--- src/design/uvst_pkg.sv ---
// Package for the unique value set table: action, status and command codes,
// field widths and the command record that the front passes to the back.
// No dependencies.
package uvst_pkg;

  localparam int DATA_W = 32;
  localparam int POS_W  = 5;
  localparam int ACT_W  = 3;
  localparam int STAT_W = 3;
  localparam int IDX_W  = 4;

  typedef enum logic [ACT_W-1:0] {
    ACT_INSERT  = 3'd0,
    ACT_REMOVE  = 3'd1,
    ACT_CLEAR   = 3'd2,
    ACT_REPLACE = 3'd3,
    ACT_FIND    = 3'd4
  } uvst_action_e;

  typedef enum logic [STAT_W-1:0] {
    ST_OK      = 3'd0,
    ST_PRESENT = 3'd1,
    ST_FULL    = 3'd2,
    ST_MISSING = 3'd3,
    ST_BADSUB  = 3'd4,
    ST_BADPOS  = 3'd5
  } uvst_status_e;

  typedef enum logic [2:0] {
    K_INSERT,
    K_REMOVE,
    K_CLEAR,
    K_REPLACE,
    K_FIND,
    K_REPORT
  } uvst_kind_e;

  typedef struct packed {
    uvst_kind_e                kind;
    uvst_status_e              status;
    logic signed [DATA_W-1:0]  value;
    logic signed [DATA_W-1:0]  substitute;
    logic [POS_W-1:0]          pos_m1;
    logic                      val_zero;
  } uvst_cmd_t;

endpackage

--- src/design/unique_value_set_table_unit.sv ---
// Top level of the unique value set table: a command front end, a two-entry
// queue and a scanning back end. Depends on uvst_pkg, uvst_front, uvst_queue
// and uvst_back.
//
// Commands enter on the s_axis channel: the action code on tuser, the value,
// position and substitute on tdata. Each command gives exactly one result on
// the m_axis channel: the status on tuser, the zero-based slot on tdata.
// A command that needs the table is resolved by scanning every slot of the
// table memory in order, one slot per cycle through its single read port; the
// back end takes no new command until that result has entered the output
// register. Commands that are decided from their fields alone (unused codes,
// zero insert, remove or find values, a bad position or a zero substitute)
// skip the scan and go straight to the output register. The queue accepts
// up to two commands while the back end is busy. When the receiver stalls,
// the result stays in the output register and the back end waits with its
// next result, while the queue keeps accepting until full. Reset empties
// every slot at once and clears the queue and the output valid flag.
module unique_value_set_table_unit import uvst_pkg::*; #(
  parameter int TABLE_SLOTS = 16
) (
  input  logic        clk_i,
  input  logic        rst_ni,
  input  logic        s_axis_tvalid,
  output logic        s_axis_tready,
  input  logic [71:0] s_axis_tdata,  // value [31:0], position [36:32], substitute [68:37]
  input  logic [2:0]  s_axis_tuser,  // action [2:0]
  output logic        m_axis_tvalid,
  input  logic        m_axis_tready,
  output logic [7:0]  m_axis_tdata,  // slot_index [3:0]
  output logic [2:0]  m_axis_tuser   // status [2:0]
);

  uvst_cmd_t        push_cmd, pop_cmd;
  logic             push_valid, push_ready, pop_valid, pop_ready;
  uvst_status_e     out_status;
  logic [IDX_W-1:0] out_slot;

  uvst_front #(.TABLE_SLOTS(TABLE_SLOTS)) u_front (
    .valid_i      (s_axis_tvalid),
    .ready_o      (s_axis_tready),
    .action_i     (s_axis_tuser),
    .value_i      (s_axis_tdata[31:0]),
    .position_i   (s_axis_tdata[36:32]),
    .substitute_i (s_axis_tdata[68:37]),
    .push_valid_o (push_valid),
    .push_ready_i (push_ready),
    .cmd_o        (push_cmd)
  );

  uvst_queue u_queue (
    .clk_i        (clk_i),
    .rst_ni       (rst_ni),
    .push_valid_i (push_valid),
    .push_ready_o (push_ready),
    .push_cmd_i   (push_cmd),
    .pop_valid_o  (pop_valid),
    .pop_ready_i  (pop_ready),
    .pop_cmd_o    (pop_cmd)
  );

  uvst_back #(.TABLE_SLOTS(TABLE_SLOTS)) u_back (
    .clk_i        (clk_i),
    .rst_ni       (rst_ni),
    .cmd_valid_i  (pop_valid),
    .cmd_ready_o  (pop_ready),
    .cmd_i        (pop_cmd),
    .out_valid_o  (m_axis_tvalid),
    .out_ready_i  (m_axis_tready),
    .out_status_o (out_status),
    .out_slot_o   (out_slot)
  );

  assign m_axis_tdata = {4'b0, out_slot};
  assign m_axis_tuser = out_status;

endmodule

--- src/design/uvst_front.sv ---
// Front end of the unique value set table: accepts commands and classifies
// them, resolving the cases that need no table scan. Depends on uvst_pkg.
module uvst_front import uvst_pkg::*; #(
  parameter int TABLE_SLOTS = 16
) (
  input  logic                     valid_i,
  output logic                     ready_o,
  input  logic [ACT_W-1:0]         action_i,
  input  logic signed [DATA_W-1:0] value_i,
  input  logic [POS_W-1:0]         position_i,
  input  logic signed [DATA_W-1:0] substitute_i,
  output logic                     push_valid_o,
  input  logic                     push_ready_i,
  output uvst_cmd_t                cmd_o
);

  logic pos_bad;

  assign pos_bad = (position_i == '0) || (32'(position_i) > 32'(TABLE_SLOTS));

  always_comb begin
    cmd_o.kind       = K_REPORT;
    cmd_o.status     = ST_MISSING;
    cmd_o.value      = value_i;
    cmd_o.substitute = substitute_i;
    cmd_o.pos_m1     = POS_W'(position_i - 5'd1);
    cmd_o.val_zero   = (value_i == '0);
    unique case (action_i)
      ACT_INSERT: begin
        if (value_i != '0) cmd_o.kind = K_INSERT;
      end
      ACT_REMOVE: begin
        if (value_i != '0) cmd_o.kind = K_REMOVE;
      end
      ACT_FIND: begin
        if (value_i != '0) cmd_o.kind = K_FIND;
      end
      ACT_CLEAR: begin
        if (pos_bad) begin
          cmd_o.status = ST_BADPOS;
        end else begin
          cmd_o.kind = K_CLEAR;
        end
      end
      ACT_REPLACE: begin
        if (substitute_i == '0) begin
          cmd_o.status = ST_BADSUB;
        end else begin
          cmd_o.kind = K_REPLACE;
        end
      end
      default: ;
    endcase
  end

  assign push_valid_o = valid_i;
  assign ready_o      = push_ready_i;

endmodule

--- src/design/uvst_queue.sv ---
// Two-entry command queue between the front and the back of the unique value
// set table. Depends on uvst_pkg.
module uvst_queue import uvst_pkg::*; (
  input  logic      clk_i,
  input  logic      rst_ni,
  input  logic      push_valid_i,
  output logic      push_ready_o,
  input  uvst_cmd_t push_cmd_i,
  output logic      pop_valid_o,
  input  logic      pop_ready_i,
  output uvst_cmd_t pop_cmd_o
);

  uvst_cmd_t  entry_q [2];
  logic       wr_ptr_q, rd_ptr_q;
  logic [1:0] count_q;
  logic       push, pop;

  assign push_ready_o = (count_q != 2'd2);
  assign pop_valid_o  = (count_q != 2'd0);
  assign push         = push_valid_i && push_ready_o;
  assign pop          = pop_valid_o && pop_ready_i;
  assign pop_cmd_o    = entry_q[rd_ptr_q];

  always_ff @(posedge clk_i or negedge rst_ni) begin
    if (!rst_ni) begin
      wr_ptr_q <= 1'b0;
      rd_ptr_q <= 1'b0;
      count_q  <= 2'd0;
    end else begin
      if (push) wr_ptr_q <= !wr_ptr_q;
      if (pop) rd_ptr_q <= !rd_ptr_q;
      if (push && !pop) begin
        count_q <= count_q + 2'd1;
      end else if (pop && !push) begin
        count_q <= count_q - 2'd1;
      end
    end
  end

  always_ff @(posedge clk_i) begin
    if (push) entry_q[wr_ptr_q] <= push_cmd_i;
  end

endmodule

--- src/design/uvst_back.sv ---
// Back end of the unique value set table: holds the table memory, scans it
// one slot per cycle, applies the command and registers the result.
// Depends on uvst_pkg.
module uvst_back import uvst_pkg::*; #(
  parameter int TABLE_SLOTS = 16
) (
  input  logic              clk_i,
  input  logic              rst_ni,
  input  logic              cmd_valid_i,
  output logic              cmd_ready_o,
  input  uvst_cmd_t         cmd_i,
  output logic              out_valid_o,
  input  logic              out_ready_i,
  output uvst_status_e      out_status_o,
  output logic [IDX_W-1:0]  out_slot_o
);

  localparam int SLOT_W = (TABLE_SLOTS > 1) ? $clog2(TABLE_SLOTS) : 1;
  localparam int CNT_W  = $clog2(TABLE_SLOTS + 1);
  localparam logic [CNT_W-1:0]  SlotsCnt = CNT_W'(TABLE_SLOTS);
  localparam logic [SLOT_W-1:0] LastIdx  = SLOT_W'(TABLE_SLOTS - 1);

  typedef enum logic [1:0] {B_IDLE, B_SCAN, B_DONE} back_state_e;

  back_state_e              state_q;
  uvst_cmd_t                cmd_q;
  logic [CNT_W-1:0]         cnt_q;
  logic                     rd_vld_q;
  logic [SLOT_W-1:0]        rd_idx_q;
  logic                     vfound_q, sfound_q, efound_q, posfull_q;
  logic [SLOT_W-1:0]        vidx_q, eidx_q;
  logic                     out_vld_q;
  uvst_status_e             out_status_q;
  logic [IDX_W-1:0]         out_slot_q;

  logic signed [DATA_W-1:0] mem_q [TABLE_SLOTS];
  logic [TABLE_SLOTS-1:0]   valid_q;
  logic signed [DATA_W-1:0] rd_data_q;
  logic                     rd_ok_q;
  logic [SLOT_W-1:0]        rd_addr;

  logic signed [DATA_W-1:0] rd_word;
  logic                     hit_val, hit_sub, hit_empty, at_pos;
  logic [SLOT_W-1:0]        pos_addr;
  uvst_status_e             res_status;
  logic [SLOT_W-1:0]        res_slot;
  logic [SLOT_W+3:0]        slot_ext;
  logic                     wr_need, wr_en, done_fire, pop;
  logic signed [DATA_W-1:0] wr_data;

  assign cmd_ready_o = (state_q == B_IDLE);
  assign pop         = cmd_valid_i && cmd_ready_o;
  assign rd_addr     = cnt_q[SLOT_W-1:0];
  assign pos_addr    = SLOT_W'(cmd_q.pos_m1);

  assign rd_word   = rd_ok_q ? rd_data_q : '0;
  assign hit_val   = !cmd_q.val_zero && (rd_word == cmd_q.value);
  assign hit_sub   = (rd_word == cmd_q.substitute);
  assign hit_empty = (rd_word == '0);
  assign at_pos    = (rd_idx_q == pos_addr);

  always_comb begin
    res_status = ST_MISSING;
    res_slot   = '0;
    wr_need    = 1'b0;
    wr_data    = '0;
    case (cmd_q.kind)
      K_INSERT: begin
        if (vfound_q) begin
          res_status = ST_PRESENT;
        end else if (efound_q) begin
          res_status = ST_OK;
          res_slot   = eidx_q;
          wr_need    = 1'b1;
          wr_data    = cmd_q.value;
        end else begin
          res_status = ST_FULL;
        end
      end
      K_REMOVE: begin
        if (vfound_q) begin
          res_status = ST_OK;
          res_slot   = vidx_q;
          wr_need    = 1'b1;
        end
      end
      K_CLEAR: begin
        if (posfull_q) begin
          res_status = ST_OK;
          res_slot   = pos_addr;
          wr_need    = 1'b1;
        end
      end
      K_REPLACE: begin
        if (sfound_q) begin
          res_status = ST_BADSUB;
        end else if (vfound_q) begin
          res_status = ST_OK;
          res_slot   = vidx_q;
          wr_need    = 1'b1;
          wr_data    = cmd_q.substitute;
        end
      end
      K_FIND: begin
        if (vfound_q) begin
          res_status = ST_OK;
          res_slot   = vidx_q;
        end
      end
      K_REPORT: res_status = cmd_q.status;
      default: ;
    endcase
  end

  assign done_fire = (state_q == B_DONE) && (!out_vld_q || out_ready_i);
  assign wr_en     = done_fire && wr_need;
  assign slot_ext  = {4'b0, res_slot};

  always_ff @(posedge clk_i or negedge rst_ni) begin
    if (!rst_ni) begin
      state_q   <= B_IDLE;
      cnt_q     <= '0;
      rd_vld_q  <= 1'b0;
      rd_idx_q  <= '0;
      vfound_q  <= 1'b0;
      sfound_q  <= 1'b0;
      efound_q  <= 1'b0;
      posfull_q <= 1'b0;
      vidx_q    <= '0;
      eidx_q    <= '0;
      out_vld_q <= 1'b0;
    end else begin
      unique case (state_q)
        B_IDLE: begin
          rd_vld_q <= 1'b0;
          if (cmd_valid_i) begin
            cnt_q     <= '0;
            vfound_q  <= 1'b0;
            sfound_q  <= 1'b0;
            efound_q  <= 1'b0;
            posfull_q <= 1'b0;
            state_q   <= (cmd_i.kind == K_REPORT) ? B_DONE : B_SCAN;
          end
        end
        B_SCAN: begin
          if (cnt_q != SlotsCnt) begin
            rd_vld_q <= 1'b1;
            rd_idx_q <= cnt_q[SLOT_W-1:0];
            cnt_q    <= cnt_q + 1'b1;
          end else begin
            rd_vld_q <= 1'b0;
          end
          if (rd_vld_q) begin
            if (hit_val && !vfound_q) begin
              vfound_q <= 1'b1;
              vidx_q   <= rd_idx_q;
            end
            if (hit_sub) sfound_q <= 1'b1;
            if (hit_empty && !efound_q) begin
              efound_q <= 1'b1;
              eidx_q   <= rd_idx_q;
            end
            if (at_pos && !hit_empty) posfull_q <= 1'b1;
            if (rd_idx_q == LastIdx) state_q <= B_DONE;
          end
        end
        B_DONE: begin
          if (done_fire) state_q <= B_IDLE;
        end
        default: state_q <= B_IDLE;
      endcase
      if (done_fire) begin
        out_vld_q <= 1'b1;
      end else if (out_ready_i) begin
        out_vld_q <= 1'b0;
      end
    end
  end

  always_ff @(posedge clk_i) begin
    if (pop) cmd_q <= cmd_i;
    if (done_fire) begin
      out_status_q <= res_status;
      out_slot_q   <= slot_ext[3:0];
    end
  end

  always_ff @(posedge clk_i) begin
    if (wr_en) mem_q[res_slot] <= wr_data;
    rd_data_q <= mem_q[rd_addr];
  end

  always_ff @(posedge clk_i or negedge rst_ni) begin
    if (!rst_ni) begin
      valid_q <= '0;
      rd_ok_q <= 1'b0;
    end else begin
      if (wr_en) valid_q[res_slot] <= 1'b1;
      rd_ok_q <= valid_q[rd_addr];
    end
  end

  assign out_valid_o  = out_vld_q;
  assign out_status_o = out_status_q;
  assign out_slot_o   = out_slot_q;

  a_rd_in_scan: assert property (@(posedge clk_i) disable iff (!rst_ni)
    rd_vld_q |-> state_q == B_SCAN)
    else $error("table read returned outside a scan");

  a_write_ends: assert property (@(posedge clk_i) disable iff (!rst_ni)
    wr_en |=> state_q == B_IDLE && out_vld_q)
    else $error("table write not followed by a result");

  a_pop_starts: assert property (@(posedge clk_i) disable iff (!rst_ni)
    pop |=> state_q == B_SCAN || state_q == B_DONE)
    else $error("accepted command did not start");

  a_slot_zero: assert property (@(posedge clk_i) disable iff (!rst_ni)
    out_vld_q && out_status_q != ST_OK |-> out_slot_q == '0)
    else $error("nonzero slot on a failed command");

endmodule

--- config.mk ---
export PLATFORM = sky130hd
export DESIGN_NAME = unique_value_set_table_unit
export DESIGN_NICKNAME = d
export VERILOG_FILES = /design/src/design/uvst_pkg.sv /design/src/design/unique_value_set_table_unit.sv /design/src/design/uvst_front.sv /design/src/design/uvst_queue.sv /design/src/design/uvst_back.sv
export SDC_FILE = /design/constraint.sdc
export NUM_CORES = 1
export LEC_CHECK = 0
export BUFFER_PORTS_ARGS = -buffer_cell sky130_fd_sc_hd__buf_2
export CAP_MARGIN = 5
export CORE_MARGIN = 3
export CORE_UTILIZATION = 55
export DETAILED_ROUTE_END_ITERATION = 7
export PLACE_DENSITY = 0.72
export SKIP_CTS_REPAIR_TIMING = 1
export SLEW_MARGIN = 10
export SYNTH_ARGS = -nofsm -noshare
export SYNTH_HDL_FRONTEND = slang
export SYNTH_HIERARCHICAL = 1
export SYNTH_SLANG_ARGS = --single-unit
--- constraint.sdc ---
create_clock -name clk_i -period 5.6 [get_ports clk_i]
set_input_delay 0.28 -clock clk_i [delete_from_list [all_inputs] [get_ports clk_i]]
set_output_delay 0.28 -clock clk_i [all_outputs]
set_load 0.01 [all_outputs]
==> impl_metrics.ini <==
[die]
start_util_pct = 56.2
die_w_um = 250
die_h_um = 250
die_area_sq_mm = 0.0626
io_pins = 92
coreArea_sq_mm = 0.0584
fp-row-count = 88

[setup_path]
timing.rr.end = u_back/mem_q[1][18]$_DFFE_PP_
arrival_ns = 3.95
crit_type = flip-flop to flip-flop
r2r_setup_slack_ns = 1.91
cp-end-kind = flip-flop
crit_fanout = 31
crit_chain = nor4b_4, and2_1, buf_4, nand2_2, o21a_4, nor3_4, buf_4
cp.required_ns = 5.86
reg2regPathDepth = 7
max_stage_delay_ns = 0.93
cp_slowest_cell = nor3_4
path_common_cell = buf_4
start_kind = flip-flop
rr_startpoint = u_back/cmd_q[75]$_DFFE_PP_

[sta]
hold_ws_ns = 0.0257
setup-violations-final = 0
max-slew-margin-rel_pct = 21.7
fin_setup_tns_ns = 0
fmax_mhz = 271
grt_setup_unrepaired = no
worst_pin_slew_ns = 1.16
period_needed_ns = 3.69
drv_slew = 0
finalCritPeriodShare_pct = 65.9
finalHoldViolCount = 0
finClkSkew_ns = 0.0194

[drt]
drc = 0
drtPass1Iterations = 5
vias = 16200
drt-initial-drc-count = 1662
via_per_inst = 6.16
antenna_left = 0
totalWireLength_mm = 70.1
wl_per_cell_um = 26.6

[min_path]
whs_path_depth = 2
hold_end = u_queue/entry_q[1][75]$_DFFE_PP_
min_path_type = input port to flip-flop
hp-start = s_axis_tuser[2]

[clock_tree]
cts_max_path_buffers = 3
cts_tree = yes
cts_num_sinks = 822
cts_inserted_buffers = 80
clockRootBuffer = clkbuf_16
clk_pin_slew_ns = 0.06
ctsHtreeMaxLevel = 3
clk_latency_ns = 0.62

[power_and_ir_drop]
peakVddDrop_mv = 0.350
power_mw = 17.4
clockPowerShare_pct = 30.6
p_leak_nw = 12.4
power-per-cell-area_mw_per_mm2 = 470
swShare_pct = 27.9
p_sw_mw = 4.86
p_seq_share_pct = 48.9
combPwrFrac_pct = 20.5
intPower_mw = 12.5

[global_routing]
grtUsageTotal_pct = 21.9
grt_pass1_vias = 16200
antenna_found_initial = 2
grt_pass1_wl_mm = 102
grt_start_max_net_pins = 78
grt.overflow.total = 0

[finish]
post-route-util_pct = 63.4
area_growth_syn_to_layout_pct = 12.8
fillerInstances = 3910
nets = 1887
layout-drive-gt1-share_pct = 28.6
diodes = 0

[run_status]
outcome = completed

[placement]
routabilityCongestion = 0.901
dp_hpwl_mm = 41.2
portBuffers = 84

[flow_run]
cap_violations = 0

[yosys]
ys_warn_count = 6
avgSynthCellArea_sq_um = 19.6
syn-cell-area_sq_mm = 0.0328
synthCells = 1675
[power groups by stage]
stage / Sequential, mW / Clock (mW) / Combinational (mW)
floorplan: 8.14 / 0 / 2.94
global placement: 8.57 / 0 / 3.45
detailed placement: 8.60 / 0 / 3.51
CTS: 8.48 / 5.41 / 3.54
global route: 8.59 / 5.67 / 3.84
finish: 8.51 / 5.32 / 3.56
[state kept, by name, summed over array words and instances (netlist names), 5 cells and up]
signal	flops
u_back/mem_q	512
u_back/cnt_q	5
u_queue/entry_q	150
u_back/rd_data_q	32
u_back/cmd_q	75
u_back/valid_q	16
[final cells by class]
type / count / area [sq um] / share of cell area (%)
Clock buffer: 111 / 2270 / 6.15
Clock inverter: 38 / 347 / 0.937
Inverter: 26 / 97.6 / 0.264
Multi-Input combinational cell: 689 / 7810 / 21.1
Sequential cell: 822 / 24100 / 65.3
Tap cell: 765 / 957 / 2.59
Timing Repair Buffer: 185 / 1360 / 3.68
[worst max-delay path: cells and delay by family, from the launching register on]
family / cells / cell delay, ns
buffers and inverters: 2 / 0.87
flip-flops: 1 / 0.61
AO/OA/AOI/OAI: 1 / 0.20
AND/OR/NAND/NOR: 4 / 1.66
[metal layers]
metal	vias up	share of wire (%)	global-route usage (%)
li1	6990	-	-
met1	8419	39	30.5
met2	696	49	34.3
met3	137	7.9	4.60
met4	0	3.6	8.85
met5	-	0	0
[cells in the final DEF, fill, tap and decap left out, types with 5 or more instances in the layout]
cell	count
nor4bb_1	8
a22oi_1	21
o22ai_1	12
dfrtp_1	40
nor4_1	28
dlygate4sd3_1	68
nand3b_1	8
or2_1	9
buf_2	84
edfxtp_1	744
bufinv_16	6
clkbuf_8	5
clkinv_2	10
xnor2_1	23
nand2_1	50
dfxtp_1	32
a31o_2	10
a22o_1	32
clkbuf_1	21
nor2_4	11
a21oi_1	10
nor2b_1	6
clkbuf_16	85
nand4_1	12
mux4_2	165
xor2_1	14
mux2_2	53
nand3_1	16
inv_1	25
nand2b_1	7
nor2_1	37
o21ai_0	41
mux2_4	30
clkinv_1	16
buf_4	32
or2_2	7
[worst max path at each step]
stage                              startpoint                               to  slack (ns)  depth (start not counted)
3_5_place_dp       u_back/cmd_q[75]$_DFFE_PP_    u_back/mem_q[1][11]$_DFFE_PP_        1.86                          7
2_1_floorplan  u_queue/count_q[0]$_DFFE_PN0P_  u_queue/entry_q[0][0]$_DFFE_PP_        1.34                          3
5_1_grt            u_back/cmd_q[75]$_DFFE_PP_     u_back/mem_q[1][1]$_DFFE_PP_        1.72                          7
3_3_place_gp       u_back/cmd_q[75]$_DFFE_PP_    u_back/mem_q[1][13]$_DFFE_PP_        1.93                          7
6_report           u_back/cmd_q[75]$_DFFE_PP_    u_back/mem_q[1][18]$_DFFE_PP_        1.91                          7
4_1_cts            u_back/cmd_q[75]$_DFFE_PP_    u_back/mem_q[1][28]$_DFFE_PP_        1.84                          7
[through the flow]
| step | worst slack, ns | instances | instance area, sq um |
|---|---|---|---|
| 2_1_floorplan | 1.34 | 1678 | 32800 |
| 3_3_place_gp | 1.93 | 2419 | 33700 |
| 3_5_place_dp | 1.86 | 2419 | 33700 |
| 4_1_cts | 1.84 | 2568 | 36300 |
| 5_1_grt | 1.72 | 2636 | 37000 |
| 6_report | 1.91 | 2636 | 37000 |
No activity file was read; power rests on OpenSTA's default activity.
